## src/rtl/fmpr_pkg.sv

```systemverilog
// Shared types, constants and register map of the flow meter rate block.
`default_nettype none

package fmpr_pkg;

  // Parameter defaults
  localparam int unsigned TOTAL_WIDTH_DEF = 48;
  localparam int unsigned FRAC_BITS_DEF   = 8;

  // Field widths
  localparam int unsigned PPL_W     = 12;
  localparam int unsigned LPS_W     = 8;
  localparam int unsigned ALPHA_W   = 3;
  localparam int unsigned STEPS_W   = 32;
  localparam int unsigned PULSE_W   = 32;
  localparam int unsigned ELAPSED_W = 32;
  localparam int unsigned RATE_W    = 24;
  localparam int unsigned VOL_W     = 40;
  localparam int unsigned DUE_W     = 16;
  localparam int unsigned CFG_IDX_W = 2;
  localparam int unsigned CFG_DATA_W = 32;

  // Derived arithmetic widths
  localparam int unsigned USMIN_W    = 26;                  // 60e6 fits in 26 bits
  localparam int unsigned STEP_W     = PPL_W + LPS_W;       // pulses per step
  localparam int unsigned RATE_NUM_W = PULSE_W + USMIN_W;   // pulses * 60e6
  localparam int unsigned DEN_W      = ELAPSED_W + PPL_W;   // elapsed * ppl
  localparam int unsigned REST_W     = STEPS_W + STEP_W;    // restored * step

  // Constants
  localparam logic [USMIN_W-1:0] US_PER_MIN = 26'd60000000;
  localparam logic [RATE_W-1:0]  RATE_MAX   = '1;
  localparam logic [VOL_W-1:0]   VOL_MAX    = '1;
  localparam logic [DUE_W-1:0]   DUE_MAX    = '1;
  localparam logic [STEPS_W-1:0] STEPS_MAX  = '1;

  // Register reset values
  localparam logic [PPL_W-1:0]   PPL_RST   = 12'd270;
  localparam logic [LPS_W-1:0]   LPS_RST   = 8'd10;
  localparam logic [ALPHA_W-1:0] ALPHA_RST = 3'd2;
  localparam logic [STEPS_W-1:0] REST_RST  = 32'd0;

  // Register map
  localparam logic [CFG_IDX_W-1:0] REG_PPL   = 2'd0;
  localparam logic [CFG_IDX_W-1:0] REG_LPS   = 2'd1;
  localparam logic [CFG_IDX_W-1:0] REG_ALPHA = 2'd2;
  localparam logic [CFG_IDX_W-1:0] REG_REST  = 2'd3;

  // Input kinds carried in tuser
  localparam logic CMD_PULSE  = 1'b0;
  localparam logic CMD_SAMPLE = 1'b1;

  // Sample job queue
  localparam int unsigned QUEUE_DEPTH = 2;

  typedef struct packed {
    logic [PPL_W-1:0]   ppl;
    logic [LPS_W-1:0]   lps;
    logic [ALPHA_W-1:0] alpha;
    logic [STEPS_W-1:0] restored;
  } cfg_t;

  typedef struct packed {
    logic [PULSE_W-1:0]   pulses;
    logic [ELAPSED_W-1:0] elapsed;
  } job_t;

  // Result beat, first field in the highest bits
  typedef struct packed {
    logic [PULSE_W-1:0] sample_pulses;
    logic [DUE_W-1:0]   steps_due;
    logic [VOL_W-1:0]   total_volume;
    logic [RATE_W-1:0]  flow_raw;
    logic [RATE_W-1:0]  flow_smoothed;
  } res_t;

  localparam int unsigned RES_W = $bits(res_t);

endpackage

`default_nettype wire

```

## src/rtl/fmpr_fifo.sv

```systemverilog
// Short job queue between the classifying front and the sample engine.
`default_nettype none

module fmpr_fifo (
  input  wire logic          clk,
  input  wire logic          rst,
  input  wire logic          push,
  input  fmpr_pkg::job_t     push_data,
  output logic               full,
  input  wire logic          pop,
  output fmpr_pkg::job_t     pop_data,
  output logic               empty
);

  localparam int unsigned DEPTH = fmpr_pkg::QUEUE_DEPTH;
  localparam int unsigned PTR_W = (DEPTH > 1) ? $clog2(DEPTH) : 1;
  localparam int unsigned CNT_W = $clog2(DEPTH + 1);

  fmpr_pkg::job_t   mem [DEPTH];
  logic [PTR_W-1:0] wptr;
  logic [PTR_W-1:0] rptr;
  logic [CNT_W-1:0] count;
  logic             do_push;
  logic             do_pop;

  assign full     = (count == CNT_W'(DEPTH));
  assign empty    = (count == '0);
  assign do_push  = push && !full;
  assign do_pop   = pop && !empty;
  assign pop_data = mem[rptr];

  // Store entries
  always_ff @(posedge clk) begin
    if (do_push) begin
      mem[wptr] <= push_data;
    end
  end

  // Advance pointers and fill count
  always_ff @(posedge clk) begin
    if (rst) begin
      wptr  <= '0;
      rptr  <= '0;
      count <= '0;
    end else begin
      if (do_push) begin
        wptr <= (wptr == PTR_W'(DEPTH - 1)) ? '0 : wptr + 1'b1;
      end
      if (do_pop) begin
        rptr <= (rptr == PTR_W'(DEPTH - 1)) ? '0 : rptr + 1'b1;
      end
      case ({do_push, do_pop})
        2'b10:   count <= count + 1'b1;
        2'b01:   count <= count - 1'b1;
        default: count <= count;
      endcase
    end
  end

endmodule

`default_nettype wire

```

## src/rtl/fmpr_front.sv

```systemverilog
// Input side: counts pulse beats, turns sample beats into queued jobs.
`default_nettype none

module fmpr_front (
  input  wire logic                              clk,
  input  wire logic                              rst,
  input  wire logic                              s_tvalid,
  output logic                                   s_tready,
  input  wire logic [fmpr_pkg::ELAPSED_W-1:0]    s_tdata,   // [31:0] period_us
  input  wire logic                              s_tuser,   // [0] cmd
  output logic                                   q_push,
  output fmpr_pkg::job_t                         q_data,
  input  wire logic                              q_full
);

  logic [fmpr_pkg::PULSE_W-1:0] pending;
  logic                         take;

  assign s_tready = !q_full;
  assign take     = s_tvalid && s_tready;
  assign q_push   = take && (s_tuser == fmpr_pkg::CMD_SAMPLE);

  always_comb begin
    q_data.pulses  = pending;
    q_data.elapsed = s_tdata;
  end

  // Count pulses, hand the period's count to the queue on a sample
  always_ff @(posedge clk) begin
    if (rst) begin
      pending <= '0;
    end else if (take) begin
      if (s_tuser == fmpr_pkg::CMD_SAMPLE) begin
        pending <= '0;
      end else if (pending != '1) begin
        pending <= pending + 1'b1;
      end
    end
  end

endmodule

`default_nettype wire

```

## src/rtl/fmpr_div.sv

```systemverilog
// Restoring divider, one quotient bit per cycle.
`default_nettype none

module fmpr_div #(
  parameter int unsigned NUM_W = 66,
  parameter int unsigned DEN_W = 44
) (
  input  wire logic             clk,
  input  wire logic             rst,
  input  wire logic             start,
  input  wire logic [NUM_W-1:0] num,
  input  wire logic [DEN_W-1:0] den,
  output logic                  done,
  output logic [NUM_W-1:0]      quot
);

  localparam int unsigned CNT_W = $clog2(NUM_W + 1);

  logic [NUM_W-1:0] work;
  logic [DEN_W-1:0] rem;
  logic [DEN_W-1:0] dreg;
  logic [CNT_W-1:0] cnt;
  logic             active;
  logic [DEN_W:0]   rem_sh;
  logic [DEN_W:0]   rem_sub;
  logic             ge;

  assign rem_sh  = {rem, work[NUM_W-1]};
  assign rem_sub = rem_sh - {1'b0, dreg};
  assign ge      = (rem_sh >= {1'b0, dreg});
  assign quot    = work;

  // Shift in one numerator bit, subtract where it fits
  always_ff @(posedge clk) begin
    if (rst) begin
      active <= 1'b0;
      done   <= 1'b0;
      cnt    <= '0;
    end else begin
      done <= 1'b0;
      if (start) begin
        active <= 1'b1;
        cnt    <= CNT_W'(NUM_W);
        work   <= num;
        dreg   <= den;
        rem    <= '0;
      end else if (active) begin
        rem  <= ge ? rem_sub[DEN_W-1:0] : rem_sh[DEN_W-1:0];
        work <= {work[NUM_W-2:0], ge};
        cnt  <= cnt - 1'b1;
        if (cnt == CNT_W'(1)) begin
          active <= 1'b0;
          done   <= 1'b1;
        end
      end
    end
  end

endmodule

`default_nettype wire

```

## src/rtl/fmpr_back.sv

```systemverilog
// Sample engine: totals, persist steps, raw and smoothed rate, volume.
`default_nettype none

module fmpr_back #(
  parameter int unsigned TOTAL_WIDTH = fmpr_pkg::TOTAL_WIDTH_DEF,
  parameter int unsigned FRAC_BITS   = fmpr_pkg::FRAC_BITS_DEF
) (
  input  wire logic                          clk,
  input  wire logic                          rst,
  input  fmpr_pkg::cfg_t                     cfg,
  input  wire logic                          q_empty,
  input  fmpr_pkg::job_t                     q_data,
  output logic                               q_pop,
  output logic                               m_tvalid,
  input  wire logic                          m_tready,
  output logic [fmpr_pkg::RES_W-1:0]         m_tdata
);

  localparam int unsigned NUM_W = ((TOTAL_WIDTH > fmpr_pkg::RATE_NUM_W) ?
                                   TOTAL_WIDTH : fmpr_pkg::RATE_NUM_W) + FRAC_BITS;
  localparam int unsigned RW    = (TOTAL_WIDTH > fmpr_pkg::REST_W) ?
                                  TOTAL_WIDTH : fmpr_pkg::REST_W;
  localparam int unsigned DEN_W = fmpr_pkg::DEN_W;
  localparam logic [TOTAL_WIDTH-1:0] TOTAL_MAX = '1;

  typedef enum logic [3:0] {
    S_IDLE, S_PREP, S_RESTORE, S_ACCUM,
    S_TGT_GO, S_TGT_WAIT, S_RATE_GO, S_RATE_WAIT,
    S_VOL_GO, S_VOL_WAIT, S_EMA, S_OUT
  } state_t;

  state_t                              state;
  fmpr_pkg::job_t                      job;
  logic [TOTAL_WIDTH-1:0]              total;
  logic [fmpr_pkg::STEPS_W-1:0]        persisted;
  logic [fmpr_pkg::RATE_W-1:0]         ema;
  logic                                started;
  logic [fmpr_pkg::STEP_W-1:0]         step;
  logic [fmpr_pkg::RATE_NUM_W-1:0]     rate_num;
  logic [DEN_W-1:0]                    rate_den;
  logic [fmpr_pkg::RATE_W-1:0]         raw;
  logic [fmpr_pkg::VOL_W-1:0]          vol;
  logic [fmpr_pkg::DUE_W-1:0]          due;
  fmpr_pkg::res_t                      res;

  logic [fmpr_pkg::PPL_W-1:0]          ppl_eff;
  logic [fmpr_pkg::LPS_W-1:0]          lps_eff;
  logic [fmpr_pkg::REST_W-1:0]         rest_prod;
  logic [RW-1:0]                       rest_ext;
  logic [TOTAL_WIDTH-1:0]              rest_sat;
  logic [TOTAL_WIDTH:0]                acc_sum;
  logic [NUM_W-1:0]                    diff;
  logic [31:0]                         ema_acc;
  logic [31:0]                         ema_ext;
  logic                                out_free;

  logic                                div_start;
  logic [NUM_W-1:0]                    div_num;
  logic [DEN_W-1:0]                    div_den;
  logic                                div_done;
  logic [NUM_W-1:0]                    div_quot;

  fmpr_div #(
    .NUM_W (NUM_W),
    .DEN_W (DEN_W)
  ) u_div (
    .clk   (clk),
    .rst   (rst),
    .start (div_start),
    .num   (div_num),
    .den   (div_den),
    .done  (div_done),
    .quot  (div_quot)
  );

  // Zero pulses_per_liter and liters_per_step count as one
  assign ppl_eff = (cfg.ppl == '0) ? fmpr_pkg::PPL_W'(1) : cfg.ppl;
  assign lps_eff = (cfg.lps == '0) ? fmpr_pkg::LPS_W'(1) : cfg.lps;

  // Restore total from persisted steps, saturated
  assign rest_prod = {{fmpr_pkg::STEP_W{1'b0}}, cfg.restored} *
                     {{fmpr_pkg::STEPS_W{1'b0}}, step};
  assign rest_ext  = RW'(rest_prod);
  assign rest_sat  = (rest_ext > RW'(TOTAL_MAX)) ? TOTAL_MAX : rest_ext[TOTAL_WIDTH-1:0];

  // Accumulate the period's pulses, saturated
  assign acc_sum = {1'b0, total} + (TOTAL_WIDTH + 1)'(job.pulses);

  // Persist step difference
  assign diff = div_quot - NUM_W'(persisted);

  // EMA: (raw + ema*(2^s - 1)) >> s
  assign ema_ext = 32'(ema);
  assign ema_acc = 32'(raw) + (ema_ext << cfg.alpha) - ema_ext;

  assign out_free = !m_tvalid || m_tready;
  assign q_pop    = (state == S_IDLE) && !q_empty;
  assign m_tdata  = res;

  // Divider operand select
  always_comb begin
    div_start = 1'b0;
    div_num   = NUM_W'(total);
    div_den   = DEN_W'(step);
    case (state)
      S_TGT_GO: begin
        div_start = 1'b1;
      end
      S_RATE_GO: begin
        div_start = 1'b1;
        div_num   = NUM_W'(rate_num) << FRAC_BITS;
        div_den   = rate_den;
      end
      S_VOL_GO: begin
        div_start = 1'b1;
        div_num   = NUM_W'(total) << FRAC_BITS;
        div_den   = DEN_W'(ppl_eff);
      end
      default: begin
        div_start = 1'b0;
      end
    endcase
  end

  // Sequence one sample job
  always_ff @(posedge clk) begin
    if (rst) begin
      state     <= S_IDLE;
      total     <= '0;
      persisted <= '0;
      ema       <= '0;
      started   <= 1'b0;
      m_tvalid  <= 1'b0;
    end else begin
      // Load a new result beat or drop the accepted one
      if (state == S_OUT && out_free) begin
        m_tvalid <= 1'b1;
      end else if (m_tvalid && m_tready) begin
        m_tvalid <= 1'b0;
      end
      case (state)
        S_IDLE: begin
          if (!q_empty) begin
            job   <= q_data;
            state <= S_PREP;
          end
        end
        S_PREP: begin
          step     <= {{fmpr_pkg::LPS_W{1'b0}}, ppl_eff} *
                      {{fmpr_pkg::PPL_W{1'b0}}, lps_eff};
          rate_num <= {{fmpr_pkg::USMIN_W{1'b0}}, job.pulses} *
                      {{fmpr_pkg::PULSE_W{1'b0}}, fmpr_pkg::US_PER_MIN};
          rate_den <= {{fmpr_pkg::PPL_W{1'b0}}, job.elapsed} *
                      {{fmpr_pkg::ELAPSED_W{1'b0}}, ppl_eff};
          state    <= S_RESTORE;
        end
        S_RESTORE: begin
          if (!started) begin
            total     <= rest_sat;
            persisted <= cfg.restored;
          end
          state <= S_ACCUM;
        end
        S_ACCUM: begin
          total <= acc_sum[TOTAL_WIDTH] ? TOTAL_MAX : acc_sum[TOTAL_WIDTH-1:0];
          state <= S_TGT_GO;
        end
        S_TGT_GO: begin
          state <= S_TGT_WAIT;
        end
        S_TGT_WAIT: begin
          if (div_done) begin
            if (div_quot > NUM_W'(persisted)) begin
              due       <= (diff > NUM_W'(fmpr_pkg::DUE_MAX)) ? fmpr_pkg::DUE_MAX :
                                                               diff[fmpr_pkg::DUE_W-1:0];
              persisted <= (div_quot > NUM_W'(fmpr_pkg::STEPS_MAX)) ? fmpr_pkg::STEPS_MAX :
                                                                     div_quot[31:0];
            end else begin
              due <= '0;
            end
            if (job.elapsed == '0) begin
              raw   <= '0;
              state <= S_VOL_GO;
            end else begin
              state <= S_RATE_GO;
            end
          end
        end
        S_RATE_GO: begin
          state <= S_RATE_WAIT;
        end
        S_RATE_WAIT: begin
          if (div_done) begin
            raw   <= (div_quot > NUM_W'(fmpr_pkg::RATE_MAX)) ? fmpr_pkg::RATE_MAX :
                                                              div_quot[fmpr_pkg::RATE_W-1:0];
            state <= S_VOL_GO;
          end
        end
        S_VOL_GO: begin
          state <= S_VOL_WAIT;
        end
        S_VOL_WAIT: begin
          if (div_done) begin
            vol   <= (div_quot > NUM_W'(fmpr_pkg::VOL_MAX)) ? fmpr_pkg::VOL_MAX :
                                                             div_quot[fmpr_pkg::VOL_W-1:0];
            state <= S_EMA;
          end
        end
        S_EMA: begin
          if (!started) begin
            ema     <= raw;
            started <= 1'b1;
          end else begin
            ema <= fmpr_pkg::RATE_W'(ema_acc >> cfg.alpha);
          end
          state <= S_OUT;
        end
        S_OUT: begin
          if (out_free) begin
            res.flow_smoothed <= ema;
            res.flow_raw      <= raw;
            res.total_volume  <= vol;
            res.steps_due     <= due;
            res.sample_pulses <= job.pulses;
            state             <= S_IDLE;
          end
        end
        default: begin
          state <= S_IDLE;
        end
      endcase
    end
  end

`ifndef SYNTHESIS
  a_started_holds: assert property (@(posedge clk) disable iff (rst)
    started |=> started)
    else $error("started flag dropped");

  a_persist_mono: assert property (@(posedge clk) disable iff (rst)
    started |=> persisted >= $past(persisted))
    else $error("persisted step count went backwards");

  a_raw_zero_time: assert property (@(posedge clk) disable iff (rst)
    (state == S_EMA && job.elapsed == '0) |-> raw == '0)
    else $error("nonzero raw rate for zero elapsed time");

  a_div_done_wait: assert property (@(posedge clk) disable iff (rst)
    div_done |-> (state == S_TGT_WAIT || state == S_RATE_WAIT || state == S_VOL_WAIT))
    else $error("divider finished outside a wait state");
`endif

endmodule

`default_nettype wire

```

## src/rtl/flow_meter_pulse_rate_ema_core.sv

```systemverilog
// Top level of the pulse flow meter with smoothed rate output.
//
// Input channel s_*: tuser carries cmd (0 = one sensor pulse edge, 1 = sample
// tick), tdata carries period_us for a sample. Pulse beats are counted and
// give no result. A sample beat closes the period and queues a job; each
// sample gives one result beat on m_*.
// The engine works on one sample at a time, using the single shared divider,
// which yields one quotient bit per cycle and runs for persist target, raw
// rate and volume in turn; the rate division is skipped when period_us is
// zero. The divider width NUM_W is max(TOTAL_WIDTH, 58) + FRAC_BITS. Pulse
// beats are taken every cycle while the two-entry job queue has room.
// Config: cfg_we writes cfg_data into register cfg_index (0 pulses_per_liter,
// 1 liters_per_step, 2 alpha_shift, 3 restored_steps); write only while idle.
// Reset clears all counters, totals, the smoothed rate and the started flag
// and loads register defaults. When the receiver stalls, the result is held
// in the output register; the engine then waits, the queue fills and s_tready
// drops.
`default_nettype none

module flow_meter_pulse_rate_ema_core #(
  parameter int unsigned TOTAL_WIDTH = fmpr_pkg::TOTAL_WIDTH_DEF,
  parameter int unsigned FRAC_BITS   = fmpr_pkg::FRAC_BITS_DEF
) (
  input  wire logic                               clk,
  input  wire logic                               rst,
  input  wire logic                               s_tvalid,
  output logic                                    s_tready,
  input  wire logic [fmpr_pkg::ELAPSED_W-1:0]     s_tdata,   // [31:0] period_us
  input  wire logic                               s_tuser,   // [0] cmd
  output logic                                    m_tvalid,
  input  wire logic                               m_tready,
  // [23:0] flow_smoothed, [47:24] flow_raw, [87:48] total_volume,
  // [103:88] steps_due, [135:104] sample_pulses
  output logic [fmpr_pkg::RES_W-1:0]              m_tdata,
  input  wire logic                               cfg_we,
  input  wire logic [fmpr_pkg::CFG_IDX_W-1:0]     cfg_index,
  input  wire logic [fmpr_pkg::CFG_DATA_W-1:0]    cfg_data
);

  fmpr_pkg::cfg_t cfg;
  fmpr_pkg::job_t push_data;
  fmpr_pkg::job_t pop_data;
  logic           push;
  logic           pop;
  logic           full;
  logic           empty;

  // Configuration registers
  always_ff @(posedge clk) begin
    if (rst) begin
      cfg.ppl      <= fmpr_pkg::PPL_RST;
      cfg.lps      <= fmpr_pkg::LPS_RST;
      cfg.alpha    <= fmpr_pkg::ALPHA_RST;
      cfg.restored <= fmpr_pkg::REST_RST;
    end else if (cfg_we) begin
      case (cfg_index)
        fmpr_pkg::REG_PPL:   cfg.ppl      <= cfg_data[fmpr_pkg::PPL_W-1:0];
        fmpr_pkg::REG_LPS:   cfg.lps      <= cfg_data[fmpr_pkg::LPS_W-1:0];
        fmpr_pkg::REG_ALPHA: cfg.alpha    <= cfg_data[fmpr_pkg::ALPHA_W-1:0];
        fmpr_pkg::REG_REST:  cfg.restored <= cfg_data[fmpr_pkg::STEPS_W-1:0];
        default: begin
          cfg <= cfg;
        end
      endcase
    end
  end

  fmpr_front u_front (
    .clk      (clk),
    .rst      (rst),
    .s_tvalid (s_tvalid),
    .s_tready (s_tready),
    .s_tdata  (s_tdata),
    .s_tuser  (s_tuser),
    .q_push   (push),
    .q_data   (push_data),
    .q_full   (full)
  );

  fmpr_fifo u_fifo (
    .clk       (clk),
    .rst       (rst),
    .push      (push),
    .push_data (push_data),
    .full      (full),
    .pop       (pop),
    .pop_data  (pop_data),
    .empty     (empty)
  );

  fmpr_back #(
    .TOTAL_WIDTH (TOTAL_WIDTH),
    .FRAC_BITS   (FRAC_BITS)
  ) u_back (
    .clk      (clk),
    .rst      (rst),
    .cfg      (cfg),
    .q_empty  (empty),
    .q_data   (pop_data),
    .q_pop    (pop),
    .m_tvalid (m_tvalid),
    .m_tready (m_tready),
    .m_tdata  (m_tdata)
  );

endmodule

`default_nettype wire
```

## config.mk

```make
export PLATFORM = sky130hd
export DESIGN_NAME = flow_meter_pulse_rate_ema_core
export DESIGN_NICKNAME = d
export VERILOG_FILES = /design/src/rtl/fmpr_pkg.sv /design/src/rtl/fmpr_fifo.sv /design/src/rtl/fmpr_front.sv /design/src/rtl/fmpr_div.sv /design/src/rtl/fmpr_back.sv /design/src/rtl/flow_meter_pulse_rate_ema_core.sv
export SDC_FILE = /design/constraint.sdc
export NUM_CORES = 2
export LEC_CHECK = 0
export ABC_AREA = 1
export BUFFER_PORTS_ARGS = -buffer_cell sky130_fd_sc_hd__buf_2
export CORE_ASPECT_RATIO = 2
export CORE_MARGIN = 8
export CORE_UTILIZATION = 35
export CTS_CLUSTER_SIZE = 28
export DETAILED_ROUTE_END_ITERATION = 16
export SETUP_SLACK_MARGIN = 0.05
export SLEW_MARGIN = 20
export SYNTH_ARGS = -nofsm -noshare
export SYNTH_HDL_FRONTEND = slang
export SYNTH_SLANG_ARGS = --single-unit
```

## constraint.sdc

```tcl
create_clock -name clk -period 28.2 [get_ports clk]
set_clock_uncertainty 0.05 [all_clocks]
set_input_delay 4.23 -clock clk [delete_from_list [all_inputs] [get_ports clk]]
set_output_delay 4.23 -clock clk [all_outputs]
set_load 0.03 [all_outputs]
```

==> results.cfg <==
[cells_and_area]
seq_area_um2 = 24510
syn_to_final_growth_pct = 8.706
multiInputGateArea_um2 = 58340
nets = 13260
drive_gt1_frac = 0.05281
fillers = 27620

[die]
core_area_um2 = 265900
dieArea_um2 = 284500
initial_core_util = 0.3510
die_x_um = 381.2
die_h_um = 746.3
fp-row-count = 268
io_pins = 210

[sta]
hold_viol_final = 0
fin_crit_sh = 0.2983
maxSlewHeadroom = 0.1813
fmax_mhz = 118.9
rsz0062_at_grt = false
finalMaxSlewViolations = 0
tightest_slew_ns = 1.215
min_period_ns = 8.411
finalSetupTns_ns = 0
setup_viol_count_final = 0

[cts]
postCtsHoldBufs = 0
root_buffer = clkbuf_16
clk_latency_ns = 0.77
clock_path_buffers = 3
path_clk_slew_ns = 0.06
clock_sinks = 886
postCtsSetupBuffers = 0
cts_tree = done
cts.htree.levels = 3
cts_buffers = 90
postCtsResizedCells = 0

[grt]
grt_pass1_vias = 82890
overflow = 0
antenna_found_initial = 13
grt_max_degree = 137
grt_pass1_wl_mm = 504.0
grtUsageTotal = 0.2340

[run_status]
status = finished, final reports clean

[routing]
drc_errors = 0
routed_wl_mm = 339.7
drt-pass1-iter-count = 6
ant_nets = 0
via_per_inst = 5.177
wl_per_cell_um = 22.63
drt_iter0_drc = 4846
vias = 77730

[yosys]
ys_warn_count = 0
synth_nets = 13260
synth_top_area_share = 0.2396
syn_inst = 11410
synth_ff_type = edfxtp_1
syn_area_um2 = 93330
syn_avg_cell_area_um2 = 8.178
synth_area_leader_cell = fa_1
async_reset_ff_frac = 0
synth_area_leaders = fa_1 (24%), edfxtp_1 (22%), nand2_1 (11%)
seq_area_frac_synth = 0.2625
ys_ff_latch = 886
synth_edf_count = 676
synth_cell_type_count = 65

[worst_setup_path]
r2r_slack_ns = 19.79
slowest_stage = edfxtp_1
crit_type = flip-flop to flip-flop
path_max_fanout = 33
endpoint_kind = flip-flop
worstReg2RegStart = u_back.step[5]$_DFFE_PP_
cp.arrival_ns = 8.91
r2r.worst_path.cells = 29
crit_required_ns = 28.70
max_stage_delay_ns = 0.60
worstSetupStartpointType = flip-flop
rr_endpoint = u_back.total[39]$_SDFFE_PP0P_

[place]
post-dp-hpwl_mm = 271.6
place.gp.congestion = 1.046
port_buffers = 209

[job]
cap_violations = 0

[worst_hold_path]
hp-class = flip-flop to flip-flop
min_to = u_back.m_tdata[87]$_DFFE_PP_
hold_depth = 0
holdCritStartpoint = u_back.vol[39]$_SDFFCE_PN1P_
## kinds of logic after synthesis
kind of cell	after synthesis	synth area share
adder cells (fa/ha/maj)	1773	0.3275
AND/OR/NAND/NOR	4193	0.1819
multiplexers	3	0.0003218
buffers and inverters	2802	0.1135
flip-flops	886	0.2625
AO/OA/AOI/OAI	1504	0.09062
XOR/XNOR	252	0.02365
## cell usage after synthesis (all sizes together) (32+ instances only)
library cell  number
nand2           2863
inv             2373
fa              1117
edfxtp           676
nor2             674
ha               656
a21oi            614
o21ai            583
nand3            394
clkbuf           374
dfxtp            210
xor2             127
xnor2            125
nor3              92
nand4             88
a31oi             50
buf               50
nor4              46
o211ai            46
a211oi            40
o21a              34
o21bai            32
## area by class of cell
cell class,count,share of cell area
Multi-Input combinational cell,7725,0.5750
Sequential cell,886,0.2416
Inverter,2378,0.08800
Tap cell,3510,0.04329
Clock buffer,106,0.02330
Timing Repair Buffer,336,0.01985
Clock inverter,62,0.008719
Antenna cell,11,0.0002713
## metal layers
layer  track usage  vias to the layer above  wire [µm]
met5             0                        -         54
met4        0.2013                        8      36190
met2        0.4444                     2739     179600
met1        0.2172                    38080     107600
li1              -                    35640          -
met3       0.03058                     1269      16290
## worst max-delay path by stage
stage          depth (start not counted)                            end  slack (ns)                startpoint
2_1_floorplan                          3    u_back.m_tdata[0]$_DFFE_PP_        9.66                       rst
6_report                              29  u_back.total[39]$_SDFFE_PP0P_       19.79  u_back.step[5]$_DFFE_PP_
3_5_place_dp                          29  u_back.total[39]$_SDFFE_PP0P_       19.92  u_back.step[5]$_DFFE_PP_
4_1_cts                               29  u_back.total[39]$_SDFFE_PP0P_       19.86  u_back.step[5]$_DFFE_PP_
3_3_place_gp                          26  u_back.total[39]$_SDFFE_PP0P_       19.89      cfg[12]$_SDFFE_PP0P_
5_1_grt                               27  u_back.total[18]$_SDFFE_PP0P_       19.54  u_back.step[5]$_DFFE_PP_
## registers in the layout (all words and copies together), names as in the netlist, 48 cells and up
name / cells
u_back.m_tdata: 136
u_back.u_div.quot: 66
u_back.rate_num: 50
u_fifo.mem: 128
u_back.total: 48
cfg: 55
u_back.job: 64
## worst max-delay path, delay by kind of cell, from the launching register on
kind / cells / cell delay (ns)
AOI/OAI and AO/OA: 1 / 0.06
adders and majority gates: 8 / 4.10
buffers and inverters: 9 / 1.30
DFF: 1 / 0.60
and+or+nand+nor: 11 / 2.11
## placed cells by master, fill, tap and decap left out, types with 17 or more instances in the layout
| cell type | Yosys | final |
|---|---|---|
| nand2_1 | 2853 | 2853 |
| inv_1 | 2359 | 2355 |
| fa_1 | 1117 | 1117 |
| edfxtp_1 | 676 | 676 |
| ha_1 | 656 | 656 |
| nor2_1 | 651 | 643 |
| a21oi_1 | 609 | 608 |
| o21ai_0 | 558 | 555 |
| nand3_1 | 391 | 390 |
| buf_2 | 17 | 208 |
| dfxtp_1 | 210 | 204 |
| xor2_1 | 127 | 127 |
| buf_4 | 4 | 127 |
| xnor2_1 | 125 | 125 |
| clkbuf_16 | 0 | 91 |
| nand4_1 | 88 | 88 |
| nor3_1 | 87 | 83 |
| a31oi_1 | 50 | 50 |
| o211ai_1 | 46 | 46 |
| nor4_1 | 45 | 43 |
| o21a_1 | 34 | 34 |
| o21bai_1 | 32 | 32 |
| a21o_1 | 29 | 29 |
| a211oi_2 | 28 | 28 |
| o21ai_1 | 23 | 26 |
| nor2_2 | 17 | 19 |
| nand3b_1 | 19 | 19 |
| a221oi_1 | 18 | 18 |
| inv_2 | 14 | 17 |
## stage by stage
step | setup WS, ns | hold WS, ns | instance area [µm²] | util | cells
final | 19.79 | 0.3118 | 101500 | 0.3816 | 15010
after global routing | 19.54 | 0.3337 | 101400 | 0.3815 | 15010
after CTS | 19.86 | 0.3159 | 101400 | 0.3814 | 15000
after detailed placement | 19.92 | 0.3545 | 98180 | 0.3692 | 14840
after global placement | 19.89 | 0.3519 | 98170 | 0.3692 | 14830
after floorplan | 9.658 | 0.3503 | 93330 | - | 11410
Power is not shown: default switching activity piles up to over one toggle a cycle in this logic, so the estimate is an artifact.
